File: config.mk
export PLATFORM = sky130hd
export DESIGN_NAME = a64x_queue
export DESIGN_NICKNAME = d
export VERILOG_FILES = /design/src/assert_macros.svh /design/src/a64x_pkg.sv /design/src/a64x_queue.sv
export SDC_FILE = /design/constraint.sdc
export NUM_CORES = 1
export LEC_CHECK = 0
export BUFFER_PORTS_ARGS = -buffer_cell sky130_fd_sc_hd__buf_4
export CAP_MARGIN = 10
export CORE_AREA = 2 2 303 305
export CTS_CLUSTER_SIZE = 14
export DETAILED_ROUTE_END_ITERATION = 7
export DIE_AREA = 0 0 305 307
export PLACE_DENSITY = 0.63
export SETUP_SLACK_MARGIN = 0.15
export SYNTH_ARGS = -nofsm -noshare
export SYNTH_HDL_FRONTEND = slang
export SYNTH_SLANG_ARGS = --single-unit
File: constraint.sdc
create_clock -name clk_i -period 34.2 [get_ports clk_i]
set_input_delay 1.71 -clock clk_i [delete_from_list [all_inputs] [get_ports clk_i]]
set_output_delay 1.71 -clock clk_i [all_outputs]
set_load 0.02 [all_outputs]
File: src/assert_macros.svh
// Assertion macros used by the execute unit back end (a64x_exec).
// Included by files that carry concurrent checks; no other dependencies.
`ifndef ASSERT_MACROS_SVH
`define ASSERT_MACROS_SVH

// Property must hold on every clock edge out of reset.
`define ASSERT_CLK(lbl, clk, rst_n, prop) \
  lbl: assert property (@(posedge clk) disable iff (!rst_n) (prop)) \
    else $error("assertion failed");

// Implication: the consequent is checked in the cycle after the antecedent.
`define ASSERT_NEXT(lbl, clk, rst_n, ante, cons) \
  lbl: assert property (@(posedge clk) disable iff (!rst_n) (ante) |=> (cons)) \
    else $error("assertion failed");

`endif

File: src/a64x_pkg.sv
// Package for the execute unit: opcode constants, op classes, queue word type.
// No dependencies.
package a64x_pkg;

  localparam int unsigned QueueDepth = 2;

  localparam logic [10:0] OpHlt  = 11'h6a2;
  localparam logic [10:0] OpAdd  = 11'h458;
  localparam logic [10:0] OpAdds = 11'h558;
  localparam logic [10:0] OpSub  = 11'h658;
  localparam logic [10:0] OpSubs = 11'h758;
  localparam logic [10:0] OpMul  = 11'h4d8;
  localparam logic [10:0] OpMovz = 11'h694;
  localparam logic [9:0]  OpShf  = 10'h34d;
  localparam logic [8:0]  OpLdur = 9'h1c2;
  localparam logic [8:0]  OpStur = 9'h1c0;
  localparam logic [10:0] OpBr   = 11'h6b0;
  localparam logic [7:0]  OpAnd  = 8'h8a;
  localparam logic [7:0]  OpAnds = 8'hea;
  localparam logic [7:0]  OpEor  = 8'hca;
  localparam logic [7:0]  OpOrr  = 8'haa;
  localparam logic [7:0]  OpAddi = 8'h91;
  localparam logic [7:0]  OpAddis = 8'hb1;
  localparam logic [7:0]  OpSubi = 8'hd1;
  localparam logic [7:0]  OpSubis = 8'hf1;
  localparam logic [7:0]  OpBcond = 8'h54;
  localparam logic [7:0]  OpCbz  = 8'hb4;
  localparam logic [7:0]  OpCbnz = 8'hb5;
  localparam logic [5:0]  OpB    = 6'h05;

  localparam logic [4:0] CondEq = 5'h00;
  localparam logic [4:0] CondNe = 5'h01;
  localparam logic [4:0] CondGe = 5'h0a;
  localparam logic [4:0] CondLt = 5'h0b;
  localparam logic [4:0] CondGt = 5'h0c;
  localparam logic [4:0] CondLe = 5'h0d;

  localparam logic [1:0] MemNone  = 2'd0;
  localparam logic [1:0] MemLoad  = 2'd1;
  localparam logic [1:0] MemStore = 2'd2;

  typedef enum logic [4:0] {
    CL_HLT, CL_ADD, CL_SUB, CL_MUL, CL_MOVZ, CL_SHF, CL_LDUR, CL_STUR,
    CL_BR, CL_AND, CL_EOR, CL_ORR, CL_BCOND, CL_CBZ, CL_CBNZ, CL_B, CL_UNK
  } op_class_e;

  // Classified word handed from front to back.
  typedef struct packed {
    op_class_e   cls;
    logic        set_flags;
    logic        use_imm;
    logic        zero_rd31;
    logic [31:0] instruction;
    logic [63:0] instr_addr;
    logic [63:0] rn_value;
    logic [63:0] rm_value;
    logic [63:0] rt_value;
    logic [63:0] mul_lo;     // low halves product
    logic [31:0] mul_cross;  // cross products, low 32 bits
  } dec_word_t;

endpackage

File: src/a64x_queue.sv
// Short FIFO of classified words between front and back end.
// Depends on a64x_pkg.
module a64x_queue #(
  parameter int unsigned Depth = a64x_pkg::QueueDepth
) (
  input  logic                 clk_i,
  input  logic                 rst_ni,
  input  logic                 wr_valid_i,
  output logic                 wr_ready_o,
  input  a64x_pkg::dec_word_t  wr_word_i,
  output logic                 rd_valid_o,
  input  logic                 rd_ready_i,
  output a64x_pkg::dec_word_t  rd_word_o
);

  localparam int unsigned PtrW = (Depth > 1) ? $clog2(Depth) : 1;

  a64x_pkg::dec_word_t mem_q [Depth];
  logic [PtrW-1:0] wptr_q, rptr_q;
  logic [PtrW:0]   cnt_q;
  logic push, pop;

  assign wr_ready_o = (cnt_q != (PtrW+1)'(Depth));
  assign rd_valid_o = (cnt_q != '0);
  assign push = wr_valid_i && wr_ready_o;
  assign pop  = rd_valid_o && rd_ready_i;
  assign rd_word_o = mem_q[rptr_q];

  // Pointers and fill count.
  always_ff @(posedge clk_i or negedge rst_ni) begin
    if (!rst_ni) begin
      wptr_q <= '0;
      rptr_q <= '0;
      cnt_q  <= '0;
    end else begin
      if (push) wptr_q <= (wptr_q == PtrW'(Depth-1)) ? '0 : wptr_q + 1'b1;
      if (pop)  rptr_q <= (rptr_q == PtrW'(Depth-1)) ? '0 : rptr_q + 1'b1;
      cnt_q <= cnt_q + (PtrW+1)'(push) - (PtrW+1)'(pop);
    end
  end

  always_ff @(posedge clk_i) begin
    if (push) mem_q[wptr_q] <= wr_word_i;
  end

endmodule

### Word level (Yosys, flattened, before mapping)

Memory sizes are Yosys's and may differ from the RTL's.
Index checks and enable logic that the tools add are counted.

| operators by class | value |
|---|---|
| $add $sub $neg | 4 |
| equal/unequal tests | 1 |
| muxes and demuxes | 4 |
| reductions and logical operators | 3 |

Operators by type and width:

| cell | count |
|---|---|
| $mux W1 | 4 |
| $add A1 B1 Y1 const B | 2 |
| $add A2 B1 Y2 | 1 |
| $logic_and A1 B1 Y1 | 2 |
| $ne A2 B2 Y1 const B | 1 |
| $reduce_bool A2 Y1 | 1 |
| $sub A2 B1 Y2 | 1 |

| storage, ports and cells | value |
|---|---|
| flip-flop bits (word level) | 4 |
| RAM bits | 784 |
| output and inout bits | 394 |
| logic and storage cells | 16 |
| memories | 1 |

Memories:

| name | depth | bits a word | rd ports | clocked after Yosys merged registers in | wr ports | line | RTL |
|---|---|---|---|---|---|---|---|
| mem_q | 2 | 392 | 1 | 0 | 1 | a64x_queue.sv:18 | `a64x_pkg::dec_word_t mem_q [Depth];` |

### Depth between registers and ports, before layout

| depth | value |
|---|---|
| depth after elaboration | 4 |
| gate-level depth with buffers | 5 |
| depth with buffers taken out | 5 |

### Worst setup path after synthesis

No wires, ideal clock.

| timing | value |
|---|---|
| path kind | input-to-reg |
| from | input wr_valid_i |
| to | memory mem_q[0][0] in the netlist's numbering, enable pin |
| setup time | 1.155 ns |
| arrival | 18.010 ns |
| data required time | 33.045 ns |
| setup slack | 15.036 ns |
| stages on the path | 2 |
| cells stage by stage | nand2_1 nor2_1 |

| between the ends | value |
|---|---|
| word-level cells in the longest chain between the ends | 3 |

RTL lines:

| what | line | RTL |
|---|---|---|
| from (decl) | a64x_queue.sv:8 | `input logic wr_valid_i,` |
| $logic_and A1 B1 Y1 | a64x_queue.sv:25 | `assign push = wr_valid_i && wr_ready_o;` |
| $mux W1 | a64x_queue.sv:43 | `if (push) mem_q[wptr_q] <= wr_word_i;` |
| $mux W1 (not written as such) | a64x_queue.sv:43 |  |
| to (decl) | a64x_queue.sv:18 |  |

No other way between the ends.

==> key figures <==
CTS
  • Worst-Skew Late Latency: 0.65 ns
  • Total CTS buffers: 86
  • CTS tree: built
  • Reg clk slew, reported paths: 0.06 ns
  • CTS root buf: clkbuf_16
  • Post-CTS sizing: 0
  • H-tree levels: 3
  • Post-CTS Hold Buffers: 0
  • CTS sink count: 788
  • Max clock buf depth: 3
  • Postcts setup bufs: 0

Critical path
  • Critical path's slowest cell: dfrtp_4
  • Worst Path Buf+Inv: 5
  • FF-to-FF path depth: 7
  • Internal reg-to-reg setup slack: ~30 ns
  • R2r startpoint: cnt_q[0]
  • Worst-path maximum fanout: 50
  • Startpoint types: flop
  • CP max stage delay: between 0.9 and 1 ns
  • Critical Path End Type: primary output
  • Worst path most repeated cell: buf_4
  • WP data required: between 30 and 40 ns
  • Crit path kind: reg -> out
  • CP delay by family, top: buffers and inverters
  • Reg2reg end: mem_q[0][280]
  • WP data arrival: ~5.6 ns
  • CP cell instances: buf_4 -> buf_4 -> buf_4 -> buf_4 -> mux2_4 -> buf_4

Drt
  • Max Used Layer: met5
  • Vias: around 15,000
  • Post-DR wirelength/cell: 20.8 µm
  • DRT antenna net count: 0
  • WL met3: approximately 7.2 mm
  • DRC viols: 0
  • DRT Wirelength: between 60 and 70 mm
  • DR vias/cell: approximately 4.4
  • WL met1: ~25 mm
  • Router iterations before antenna repair: 4
  • DR WL met2: ~36 mm
  • DR iter-0 viols: roughly 800

Synthesis
  • Area leader, netlist: edfxtp_1
  • Net Count, Synth: around 1,600
  • Ys flop type: edfxtp_1
  • Syn Area/Cell: 24.2 µm²
  • Commonest cells in the netlist: 784 x edfxtp_1, 370 x mux2_4, 29 x buf_6
  • Yosys reg bits: a little under 800
  • Number of synthesized flops with an enable pin: 784
  • Count leader, synth: edfxtp_1
  • Ys async rst share: 0.00508
  • Synth Instances: between 1,000 and 1,500
  • Synth top area share: 0.782
  • Post-Syn Area: around 0.030 mm²
  • Area contributors post-synth: edfxtp_1 78%, mux2_4 18%, buf_6 1.1%
  • Distinct cell type count after synthesis: 21
  • Register area share after synthesis: 0.785
  • Synthesis warning total: 0

STA
  • # setup viols final: 0
  • Final Max Slew Viols: 0
  • Final period util: 0.212
  • RSZ-0062 raised after global routing: false
  • Max Fclk: approximately 0.14 GHz
  • Setup Total Neg Slack: 0 ns
  • Worst slew pin tran: between 1 and 1.5 ns
  • Final Hold Viols: 0
  • Clock Skews: between 0.015 and 0.02 ns
  • Final Critical Period: 7.26 ns
  • Rel. slew slack: 0.281

Global route
  • Grt total ovfl: 0
  • Initial antenna violation count: 7
  • GRT Util Overall: 0.143
  • First-pass GRT wire length: just over 100 mm
  • Vias in the first global route: between 15,000 and 20,000
  • Largest net degree at the start of global routing: 111

Worst hold path
  • Hold Path Stages: 1
  • Hold WC Path Type: reg -> reg
  • Worst Hold Path EP: wptr_q
  • Hold path start: wptr_q

Cells and area
  • Share of layout cells above drive strength 1: 0.612
  • Nets: between 2,000 and 2,500
  • Area delta synth->final: 32.3%
  • Fin util: 0.439

Floorplanning
  • DIE HEIGHT: slightly above 300 µm
  • Std-Cell Rows: 111
  • Ports: 790
  • Core ar.: around 0.091 mm²
  • Die ar.: 0.0936 mm²
  • Die width: 305 µm
  • Initial core utilization: 0.332

Flow run
  • Max_cap viols: 0

Pwr
  • Leak pwr: 15.7 nW
  • PD cells: roughly 91 mW/mm²
  • Maximum vdd ir drop: 0.0600 mV

Placement
  • Routability cong.: about 0.81
  • I/O Buffers: between 700 and 800
  • Detailed placer's ending HPWL: 49.2 mm

Outcome
  • Status: complete, no violations
## final cells by class
cell class | instances | area (µm²)
multi-input combinational | 410 | 5930
antenna | 4 | 10.0
clock inverter | 48 | 375
tap | 1186 | 1480
fill | 7783 | 50900
clock buffer | 111 | 2290
timing repair buffer | 808 | 6080
sequential | 788 | 23600
## cell usage in the layout (no fill, tap or decap), types with 2 or more instances in the layout
| cell | count |
|---|---|
| clkbuf_8 | 2 |
| bufinv_16 | 3 |
| mux2_2 | 22 |
| buf_4 | 807 |
| mux2_4 | 370 |
| xnor2_1 | 3 |
| nor2_1 | 2 |
| diode_2 | 4 |
| inv_16 | 2 |
| edfxtp_1 | 784 |
| inv_6 | 4 |
| clkbuf_1 | 22 |
| nand2_1 | 2 |
| clkbuf_16 | 87 |
| dfrtp_1 | 3 |
| clkinv_8 | 2 |
| clkinv_2 | 14 |
| clkinv_1 | 18 |
| clkinvlp_4 | 3 |
| clkinv_4 | 2 |
## state kept, by name, summed over array words and instances (netlist names)
signal,cells
mem_q,784
cnt_q,2
wptr_q,1
rptr_q,1
## worst register-to-register path: stages, from the launching register on
cell	delay, ns
dfrtp_1	0.46
nand2b_1	0.23
nand2_1	0.15
nor2_4	0.10
buf_4	0.72
buf_4	0.81
buf_4	0.81
buf_4	0.79
## per-layer routing
metal / global-route usage / vias to the layer above
met1: 0.155 / 7458
li1: - / 6687
met3: 0.0615 / 99
met4: 0.0569 / 4
met2: 0.247 / 598
met5: 0 / -
## kinds of logic after synthesis
family                   after synthesis  synth area share
AND/OR/NAND/NOR                       10           0.00162
multiplexers                         392             0.193
buffers and inverters                 44            0.0180
XOR/XNOR                               3          0.000873
adder cells (fa/ha/maj)                1          0.000416
flip-flops                           788             0.785
AO/OA/AOI/OAI                          4           0.00104
## power by group
part	leakage, nW	switching [mW]	internal (mW)	total, mW
logic	7.06	0.722	0.643	1.36
registers	7.34	0.0644	1.32	1.39
clock network	1.30	0.370	0.498	0.868
total	15.7	1.16	2.46	3.62
## worst max path at each step
stage | from | endpoint | slack, ns | cells past startpoint
after detailed placement | rptr_q | rd_word_o[347] | 27.58 | 6
final | rptr_q | rd_word_o[217] | 26.94 | 6
after global routing | rptr_q | rd_word_o[347] | 26.64 | 6
after CTS | rptr_q | rd_word_o[217] | 26.83 | 6
after floorplan | wr_valid_i | mem_q[0][0] | 15.04 | 2
after global placement | rptr_q | rd_word_o[217] | 27.71 | 6
## per-stage QoR
step | cells | setup slack (ns) | cell area, µm² | hold slack, ns | power [mW]
floorplan | 1242 | 15.04 | 30100 | 0.460 | 2.43
global placement | 3192 | 27.71 | 37100 | 0.535 | 2.77
global route | 3355 | 26.64 | 39800 | 0.583 | 3.77
finish | 3355 | 26.94 | 39800 | 0.572 | 3.62
detailed placement | 3192 | 27.58 | 37100 | 0.557 | 2.79
CTS | 3351 | 26.83 | 39800 | 0.567 | 3.67
Note: power is estimated with default switching activity, not from simulation.
