## src/assert_macros.svh

```systemverilog
// Assertion macros used by the execute unit back end (a64x_exec).
// Included by files that carry concurrent checks; no other dependencies.
`ifndef ASSERT_MACROS_SVH
`define ASSERT_MACROS_SVH

// Property must hold on every clock edge out of reset.
`define ASSERT_CLK(lbl, clk, rst_n, prop) \
  lbl: assert property (@(posedge clk) disable iff (!rst_n) (prop)) \
    else $error("assertion failed");

// Implication: the consequent is checked in the cycle after the antecedent.
`define ASSERT_NEXT(lbl, clk, rst_n, ante, cons) \
  lbl: assert property (@(posedge clk) disable iff (!rst_n) (ante) |=> (cons)) \
    else $error("assertion failed");

`endif

```

## src/a64x_pkg.sv

```systemverilog
// Package for the execute unit: opcode constants, op classes, queue word type.
// No dependencies.
package a64x_pkg;

  localparam int unsigned QueueDepth = 2;

  localparam logic [10:0] OpHlt  = 11'h6a2;
  localparam logic [10:0] OpAdd  = 11'h458;
  localparam logic [10:0] OpAdds = 11'h558;
  localparam logic [10:0] OpSub  = 11'h658;
  localparam logic [10:0] OpSubs = 11'h758;
  localparam logic [10:0] OpMul  = 11'h4d8;
  localparam logic [10:0] OpMovz = 11'h694;
  localparam logic [9:0]  OpShf  = 10'h34d;
  localparam logic [8:0]  OpLdur = 9'h1c2;
  localparam logic [8:0]  OpStur = 9'h1c0;
  localparam logic [10:0] OpBr   = 11'h6b0;
  localparam logic [7:0]  OpAnd  = 8'h8a;
  localparam logic [7:0]  OpAnds = 8'hea;
  localparam logic [7:0]  OpEor  = 8'hca;
  localparam logic [7:0]  OpOrr  = 8'haa;
  localparam logic [7:0]  OpAddi = 8'h91;
  localparam logic [7:0]  OpAddis = 8'hb1;
  localparam logic [7:0]  OpSubi = 8'hd1;
  localparam logic [7:0]  OpSubis = 8'hf1;
  localparam logic [7:0]  OpBcond = 8'h54;
  localparam logic [7:0]  OpCbz  = 8'hb4;
  localparam logic [7:0]  OpCbnz = 8'hb5;
  localparam logic [5:0]  OpB    = 6'h05;

  localparam logic [4:0] CondEq = 5'h00;
  localparam logic [4:0] CondNe = 5'h01;
  localparam logic [4:0] CondGe = 5'h0a;
  localparam logic [4:0] CondLt = 5'h0b;
  localparam logic [4:0] CondGt = 5'h0c;
  localparam logic [4:0] CondLe = 5'h0d;

  localparam logic [1:0] MemNone  = 2'd0;
  localparam logic [1:0] MemLoad  = 2'd1;
  localparam logic [1:0] MemStore = 2'd2;

  typedef enum logic [4:0] {
    CL_HLT, CL_ADD, CL_SUB, CL_MUL, CL_MOVZ, CL_SHF, CL_LDUR, CL_STUR,
    CL_BR, CL_AND, CL_EOR, CL_ORR, CL_BCOND, CL_CBZ, CL_CBNZ, CL_B, CL_UNK
  } op_class_e;

  // Classified word handed from front to back.
  typedef struct packed {
    op_class_e   cls;
    logic        set_flags;
    logic        use_imm;
    logic        zero_rd31;
    logic [31:0] instruction;
    logic [63:0] instr_addr;
    logic [63:0] rn_value;
    logic [63:0] rm_value;
    logic [63:0] rt_value;
    logic [63:0] mul_lo;     // low halves product
    logic [31:0] mul_cross;  // cross products, low 32 bits
  } dec_word_t;

endpackage

```

## src/a64x_exec.sv

```systemverilog
// Back end: executes one classified word, keeps N/Z, registers the result.
// Depends on a64x_pkg and assert_macros.svh.
`include "assert_macros.svh"
module a64x_exec (
  input  logic                 clk_i,
  input  logic                 rst_ni,
  input  logic                 q_valid_i,
  output logic                 q_ready_o,
  input  a64x_pkg::dec_word_t  q_word_i,
  output logic                 out_valid_o,
  input  logic                 out_ready_i,
  output logic [63:0]          result_value_o,
  output logic [4:0]           dest_reg_o,
  output logic                 reg_write_o,
  output logic [1:0]           mem_op_o,
  output logic [1:0]           access_size_o,
  output logic [63:0]          address_o,
  output logic                 branch_taken_o,
  output logic                 halt_o,
  output logic                 flag_n_o,
  output logic                 flag_z_o,
  output logic                 unknown_op_o
);

  logic [31:0] ins;
  logic [63:0] rn, rm, rt, pc, opb, sum, diff, off19, off26, imm9;
  logic [5:0]  immr, imms, lsl_amt;
  logic [4:0]  rd;
  logic        cond;
  logic        n_q, z_q, n_d, z_d;
  logic        valid_q, fire;
  logic [63:0] res_d, addr_d;
  logic [4:0]  dest_d;
  logic        wr_d, taken_d, halt_d, unk_d;
  logic [1:0]  mop_d, size_d;

  assign ins  = q_word_i.instruction;
  assign rn   = q_word_i.rn_value;
  assign rm   = q_word_i.rm_value;
  assign rt   = q_word_i.rt_value;
  assign pc   = q_word_i.instr_addr;
  assign rd   = ins[4:0];
  assign immr = ins[21:16];
  assign imms = ins[15:10];
  assign lsl_amt = 6'd0 - immr;
  assign opb  = q_word_i.use_imm ? {52'd0, ins[21:10]} : rm;
  assign sum  = rn + opb;
  assign diff = rn - opb;
  assign imm9  = {{55{ins[20]}}, ins[20:12]};
  assign off19 = {{43{ins[23]}}, ins[23:5], 2'b00};
  assign off26 = {{36{ins[25]}}, ins[25:0], 2'b00};

  // Condition check on the held flags.
  always_comb begin
    case (rd)
      a64x_pkg::CondEq: cond = z_q;
      a64x_pkg::CondNe: cond = !z_q;
      a64x_pkg::CondGe: cond = !n_q;
      a64x_pkg::CondLt: cond = n_q;
      a64x_pkg::CondGt: cond = !z_q && !n_q;
      a64x_pkg::CondLe: cond = z_q || n_q;
      default:          cond = 1'b0;
    endcase
  end

  // Execute by class.
  always_comb begin
    res_d = '0; addr_d = '0; dest_d = '0; wr_d = 1'b0; taken_d = 1'b0;
    halt_d = 1'b0; unk_d = 1'b0; mop_d = a64x_pkg::MemNone; size_d = '0;
    case (q_word_i.cls)
      a64x_pkg::CL_HLT:  halt_d = 1'b1;
      a64x_pkg::CL_ADD:  res_d = sum;
      a64x_pkg::CL_SUB:  res_d = diff;
      // low 64 bits of the product from the front-end partial products
      a64x_pkg::CL_MUL:  res_d = q_word_i.mul_lo + {q_word_i.mul_cross, 32'd0};
      a64x_pkg::CL_MOVZ: res_d = {48'd0, ins[20:5]};
      a64x_pkg::CL_SHF:  res_d = (imms == 6'h3f) ? (rn >> immr) : (rn << lsl_amt);
      a64x_pkg::CL_AND:  res_d = rn & rm;
      a64x_pkg::CL_EOR:  res_d = rn ^ rm;
      a64x_pkg::CL_ORR:  res_d = rn | rm;
      a64x_pkg::CL_LDUR: begin
        mop_d = a64x_pkg::MemLoad; size_d = ins[31:30]; addr_d = rn + imm9;
        dest_d = rd; wr_d = 1'b1;
      end
      a64x_pkg::CL_STUR: begin
        mop_d = a64x_pkg::MemStore; size_d = ins[31:30]; addr_d = rn + imm9; res_d = rt;
      end
      a64x_pkg::CL_BR: begin
        taken_d = 1'b1; addr_d = rn;
      end
      a64x_pkg::CL_BCOND: if (cond) begin
        taken_d = 1'b1; addr_d = pc + off19;
      end
      a64x_pkg::CL_CBZ: if (rt == '0) begin
        taken_d = 1'b1; addr_d = pc + off19;
      end
      a64x_pkg::CL_CBNZ: if (rt != '0) begin
        taken_d = 1'b1; addr_d = pc + off19;
      end
      a64x_pkg::CL_B: begin
        taken_d = 1'b1; addr_d = pc + off26;
      end
      default: unk_d = 1'b1;
    endcase
    if (q_word_i.cls inside {a64x_pkg::CL_ADD, a64x_pkg::CL_SUB, a64x_pkg::CL_MUL,
                             a64x_pkg::CL_MOVZ, a64x_pkg::CL_SHF, a64x_pkg::CL_AND,
                             a64x_pkg::CL_EOR, a64x_pkg::CL_ORR}) begin
      dest_d = rd; wr_d = 1'b1;
    end
    n_d = n_q; z_d = z_q;
    if (q_word_i.set_flags) begin
      n_d = res_d[63]; z_d = (res_d == '0);
    end
    if (q_word_i.zero_rd31 && rd == 5'd31) res_d = '0;
  end

  assign q_ready_o = !valid_q || out_ready_i;
  assign fire = q_valid_i && q_ready_o;
  assign out_valid_o = valid_q;

  // Flags and output valid.
  always_ff @(posedge clk_i or negedge rst_ni) begin
    if (!rst_ni) begin
      n_q <= 1'b0; z_q <= 1'b0; valid_q <= 1'b0;
    end else begin
      if (q_ready_o) valid_q <= q_valid_i;
      if (fire) begin
        n_q <= n_d; z_q <= z_d;
      end
    end
  end

  // Result register.
  always_ff @(posedge clk_i) begin
    if (fire) begin
      result_value_o <= res_d; dest_reg_o <= dest_d; reg_write_o <= wr_d;
      mem_op_o <= mop_d; access_size_o <= size_d; address_o <= addr_d;
      branch_taken_o <= taken_d; halt_o <= halt_d; flag_n_o <= n_d;
      flag_z_o <= z_d; unknown_op_o <= unk_d;
    end
  end

  `ASSERT_NEXT(a_flags_hold, clk_i, rst_ni, !fire, $stable(n_q) && $stable(z_q))
  `ASSERT_NEXT(a_out_flags, clk_i, rst_ni, fire, flag_n_o == n_q && flag_z_o == z_q)
  `ASSERT_CLK(a_one_kind, clk_i, rst_ni,
    !valid_q || $countones({halt_o, unknown_op_o, branch_taken_o,
                            mem_op_o != a64x_pkg::MemNone}) <= 1)

endmodule
```

## config.mk

```make
export PLATFORM = sky130hd
export DESIGN_NAME = a64x_exec
export DESIGN_NICKNAME = d
export VERILOG_FILES = /design/src/a64x_pkg.sv /design/src/a64x_exec.sv
export VERILOG_INCLUDE_DIRS = /design/src /design/src/src
export SDC_FILE = /design/constraint.sdc
export NUM_CORES = 2
export LEC_CHECK = 0
export BUFFER_PORTS_ARGS = -buffer_cell sky130_fd_sc_hd__clkbuf_2
export CELL_PAD_IN_SITES_DETAIL_PLACEMENT = 1
export CELL_PAD_IN_SITES_GLOBAL_PLACEMENT = 2
export CORE_AREA = 5 5 316 442
export DETAILED_ROUTE_END_ITERATION = 8
export DIE_AREA = 0 0 321 447
export MAX_ROUTING_LAYER = met4
export PLACE_DENSITY = 0.76
export SYNTH_ARGS = -nofsm -noshare
export SYNTH_HDL_FRONTEND = slang
export SYNTH_SLANG_ARGS = --single-unit
```

## constraint.sdc

```tcl
create_clock -name clk_i -period 6.1 [get_ports clk_i]
set_input_delay 0.61 -clock clk_i [delete_from_list [all_inputs] [get_ports clk_i]]
set_output_delay 0.61 -clock clk_i [all_outputs]
set_load 0.02 [all_outputs]
```

=== Word level (Yosys, flattened, before mapping) ===
Index checks and enable logic that the tools add are counted.

* Add/sub/neg operators: 7
* Equal/unequal tests: 22
* Shift-type cells: 2
* Multiplexer cells: 20
* Bitwise logic cells: 3
* Reductions and logical operators: 17

{| class="wikitable"
|+ Operators with widths
! operator !! number
|-
| 64-bit case mux with 9 select lines || 1
|-
| 64-bit case mux with 6 select lines || 1
|-
| 64-bit adder || 5
|-
| 64-bit 2-to-1 mux || 5
|-
| 64-bit logical NOT || 2
|-
| 64-bit bitwise AND || 1
|-
| 64-bit bitwise OR || 1
|-
| 64-bit nonzero test || 1
|-
| 64-bit by 6-bit << shifter with 64-bit output || 1
|-
| 64-bit by 6-bit right shift with 64-bit output || 1
|-
| 64-bit subtractor || 1
|-
| 64-bit bitwise XOR || 1
|-
| 5-bit by 4-bit == test with 1-bit output (second input constant) || 12
|-
| 5-bit by 3-bit == test with 1-bit output (second input constant) || 4
|-
| 16-bit OR reduction || 1
|-
| 5-bit by 1-bit == test with 1-bit output (second input constant) || 2
|-
| 5-bit by 2-bit == test with 1-bit output (second input constant) || 2
|-
| 5-bit logical NOT || 2
|-
| 5-bit 2-to-1 mux || 2
|-
| 1-bit 2-to-1 mux || 8
|-
| 8-bit nonzero test || 1
|-
| 6-bit == test (second input constant) || 1
|-
| 1-bit case mux with 6 select lines || 1
|-
| 1-bit by 6-bit subtractor with 6-bit output (first input constant) || 1
|-
| other kinds (7) || 13
|}

* Register bits after elaboration: 146
* Output and inout port bits: 145
* Logic and storage cells: 85

=== Depth between registers and ports, before layout ===
* Word-level depth: 6
* Mapped depth: 34

=== Least setup slack after synthesis ===
Ideal clock, no wire load.

* Path type: input to register
* Start: input port q_word_i[385] (netlist name)
* End: register flag_z_o (data pin)
* Data arrival time: 7.436 ns
* Path slack: -1.505 ns
* Stages on the path: 33
* Path buffers: 9
* Cell sequence: clkbuf_1 buf_2 buf_1 clkbuf_1 clkbuf_1 clkbuf_1 buf_1 o21a_1 ha_1 o21ai_0 or2_2 nor4_1 nand2_1 nor2_1 o21ai_0 nand2_1 nand2_1 clkbuf_1 nand2_1 ha_1 clkbuf_1 a21oi_1 o21ai_0 a21oi_1 or4_1 o211ai_1 xnor2_1 nor2_1 a2111oi_0 nand4_1 nor4_1 nand4_1 o32ai_2

* Longest elaborated chain between the ends: 5
* Elaborated cells on any way between the ends: 6
* Classes of those cells: add/sub (2); mux (3); reduce/logical (1)

{| class="wikitable"
|+ RTL lines
! element !! RTL line !! source
|-
| start: declaration || a64x_exec.sv:9 || <nowiki>input a64x_pkg::dec_word_t q_word_i,</nowiki>
|-
| 64-bit 2-to-1 mux * || a64x_exec.sv:46 || <nowiki>assign opb = q_word_i.use_imm ? {52'd0, ins[21:10]} : rm;</nowiki>
|-
| 64-bit subtractor or 64-bit adder (tied branches) || a64x_exec.sv:48, a64x_exec.sv:47 ||
|-
| 64-bit case mux with 9 select lines * || a64x_exec.sv:70 || <nowiki>case (q_word_i.cls)</nowiki>
|-
| 64-bit logical NOT * || a64x_exec.sv:112 || <nowiki>n_d = res_d[63]; z_d = (res_d == '0);</nowiki>
|-
| 1-bit 2-to-1 mux * || a64x_exec.sv:111 || <nowiki>if (q_word_i.set_flags) begin</nowiki>
|-
| named net z_d || a64x_exec.sv:30 || <nowiki>logic n_q, z_q, n_d, z_d;</nowiki>
|-
| end signal: assignment || a64x_exec.sv:139 || <nowiki>flag_z_o <= z_d; unknown_op_o <= unk_d;</nowiki>
|-
| end: declaration || a64x_exec.sv:21 || <nowiki>output logic flag_z_o,</nowiki>
|}

Mark *: on every way through the listed nets, which the timed path passes. The rest lies on a longest branch.
A chain may end at the register's enable or synchronous reset.

=== Final worst setup path ===
* Start: input port q_word_i[371] (netlist name)
* End: register flag_z_o (data pin)

* Longest elaborated chain between the ends: 6
* Elaborated cells on any way between the ends: 10
* Classes of those cells: add/sub (3); shift (2); mux (4); reduce/logical (1)

{| class="wikitable"
|+ RTL lines
! element !! RTL line !! source
|-
| 1-bit by 6-bit subtractor with 6-bit output || a64x_exec.sv:45 || <nowiki>assign lsl_amt = 6'd0 - immr;</nowiki>
|-
| 64-bit by 6-bit << shifter with 64-bit output || a64x_exec.sv:77 || <nowiki>a64x_pkg::CL_SHF: res_d = (imms == 6'h3f) ? (rn >> immr) : (rn << lsl_amt);</nowiki>
|-
| 64-bit 2-to-1 mux || a64x_exec.sv:77 ||
|-
| 64-bit case mux with 9 select lines * || a64x_exec.sv:70 ||
|-
| 64-bit logical NOT * || a64x_exec.sv:112 ||
|-
| 1-bit 2-to-1 mux * || a64x_exec.sv:111 ||
|-
| named net z_d || a64x_exec.sv:30 ||
|}

Marks and branches as above.

==> results.toml <==
[logic_synthesis]
synthAdderAreaFrac = 0.129
netlist_area_mm2 = 0.0402
synth-seq-cells = 146
async_reset_ff_frac = 0.0205
synth-seq-area-share = 0.109
syn-num-nets = 6219
synth_edf_count = 143
ys_warn_count = 0
ys.flop_type = "edfxtp_1"
netlist_instances = 5410
synth.area.mux_share = 0.126
synth_top_family_by_area = "compound AO/OA/AOI/OAI gates"
synth-compound-area-share = 0.304
synthXorXnorAreaFrac = 0.0590
synth.distinct_cells = 100
synth-simple-area-share = 0.212
syn_avg_cell_area_um2 = 7.43

[drt]
route.vias.total = 55500
ant_nets = 0
drt_wl_total_um = 343000
initialDrtViolationCount = 5490
wl_per_cell_um = 39.6
post_drt_via_cell_ratio = 6.39
route.detailed.drc = 0
first_pass_iters = 6

[layout]
layout_common_cells = "1194 x buf_4, 581 x nand2_1, 529 x clkbuf_2"
area_delta_synth_final_pct = 37.6
final_common_cell = "buf_4"
final_area_mm2 = 0.0553
final_cells = 8683
drive_gt1_frac = 0.321
fin_nets = 7653

[timing]
timing.slew.headroom = 0.0845
finalCritPeriodShare = 1.02
report.final.slew_viol_count = 0
fmax_mhz = 160
hold_viol = 0
postLayoutSetupSlackWorst_ns = -0.135
period_needed_ns = 6.23
setup_violations = 1
hold_ws_ns = 0.247
skew_ns = 0.0293
rsz0062_at_grt = "true"
worst_pin_slew_ns = 1.37

[grt]
gr-total-overflow = 0
grt_pass1_vias = 57500
grt_pass1_wl_um = 461000
grtUsageTotal = 0.472
grt_start_max_net_pins = 109
antenna_found_initial = 55

[die]
num_rows = 160
die_h_um = 447
die_x_um = 321
initial_core_util = 0.298
floorplan.die_area_mm2 = 0.143
core_mm2 = 0.135
io_pins = 541

[outcome]
status = "complete, but fails checks"
violations = "setup timing"

[place]
io_buffers = 536
routabilityCongestion = 1.13
dpl.hpwl_um = 290000
dpl.cell_count = 8575
place_area_mm2 = 0.0535

[power]
power_density_mw_per_mm2 = 154
peakVddDrop_uv = 278
leakagePower_nw = 24.8
design_power_total_mw = 8.53

[clock_network]
h-tree-depth = 4
cts_buffers = 17
cts_tree = "done"
cts-root-buf = "clkbuf_16"
cts.clk_slew.worst_paths_ns = 0.08
cts_sinks = 146
clockBufferDepth = 2
clock_latency_ns = 0.59

[setup_path]
crit_required_ns = 6.51
reg2reg_depth = 12
path_max_fanout = 55
start_kind = "input pin"
path_class = "input pin to flip-flop"
critPathArrivalTime_ns = 6.64
crit_path_end_kind = "flip-flop"

[hold_path]
min_path_cells = 2
hold_path_class = "input pin to flip-flop"

[run]
maxCapViolations = 0
[cell type report]
type,instances,area [µm²]
well taps,1782,2230
multi-input cells,4669,34300
inverters,216,813
flip-flops and latches,146,4370
fillers,16800,79800
diodes,44,110
clock buffers,17,425
repair buffers,1794,12900
clock inverters,15,180
[state kept, by name, summed over array words and instances, names as in the netlist, 2 cells and up]
| name | flops |
|---|---|
| dest_reg_o | 5 |
| result_value_o | 64 |
| access_size_o | 2 |
| mem_op_o | 2 |
| address_o | 64 |
[power breakdown]
group | switching, mW | internal [mW] | leakage (nW) | total (mW)
Sequential | 0.0266 | 1.19 | 1.46 | 1.21
Clock | 0.709 | 0.554 | 0.292 | 1.26
Combinational | 3.77 | 2.29 | 23.1 | 6.05
Total | 4.50 | 4.03 | 24.8 | 8.53
[metrics by stage]
stage,setup WS (ns),utilization,TNS [ns]
after global placement,-2.48,0.396,-26.20
after detailed placement,-2.13,0.396,-27.48
after floorplan,0.0324,-,0
after CTS,0.00127,0.404,0
after global routing,-0.133,0.409,-0.136
final,-0.135,0.409,-0.135
[cells by family after synthesis]
family,Yosys count
simple gates,1815
fa+ha+maj,413
mux,355
flops,146
compound gates,1816
buf+inv,595
xor+xnor,270
[critical path, cell delays in order]
cell,delay [ns]
buf_4,0.11
buf_4,0.56
buf_4,0.79
mux2i_1,0.46
buf_4,0.18
buf_4,0.12
a221oi_1,0.11
buf_12,0.17
a221o_1,0.39
a221o_1,0.37
a221oi_1,0.57
nand4_1,0.25
nor4_2,0.32
buf_4,0.16
nand4_1,0.07
buf_4,0.17
nor4_4,0.32
nand4_1,0.23
buf_4,0.21
o32ai_2,0.26
[cells in the mapped netlist (all sizes together), types with 115 or more instances]
cell type | number | area share
mux2i | 181 | 0.045
a21o | 120 | 0.022
mux4 | 115 | 0.064
edfxtp | 143 | 0.11
o21ai | 336 | 0.042
clkbuf | 276 | 0.026
nand2 | 586 | 0.055
nand3 | 135 | 0.017
xnor2 | 173 | 0.038
inv | 214 | 0.020
ha | 408 | 0.13
nor3 | 119 | 0.015
nor2 | 474 | 0.044
a21oi | 460 | 0.057
[per-layer routing]
metal  global-route usage  vias up  wire length (µm)
li1                     -    23600                 -
met2                0.754     2989            157000
met5                    -        -                 0
met3                0.114     1345             25300
met1                0.454    27500            114000
met4                0.492        0             46900
[worst paths after layout]
path,slack [ns],end,from
max,-0.13,flag_z_o,q_word_i[371]
min,0.25,out_valid_o,q_valid_i
max reg2reg,2.79,address_o[55],n_q
min reg2reg,0.60,out_valid_o,out_valid_o
max in group asynchronous,5.61,out_valid_o,rst_ni
min in group asynchronous,0.36,n_q,rst_ni
[repair_timing]
action	4_1_cts	5_1_grt
gates cloned	1	2
hold buffers	1	0
buffers inserted	12	15
hold endpoints to repair	3	0
pin swaps	34	42
resized for setup	78	94
endpoints found under the setup margin	21	4
Note: power is estimated with default switching activity, not from simulation.
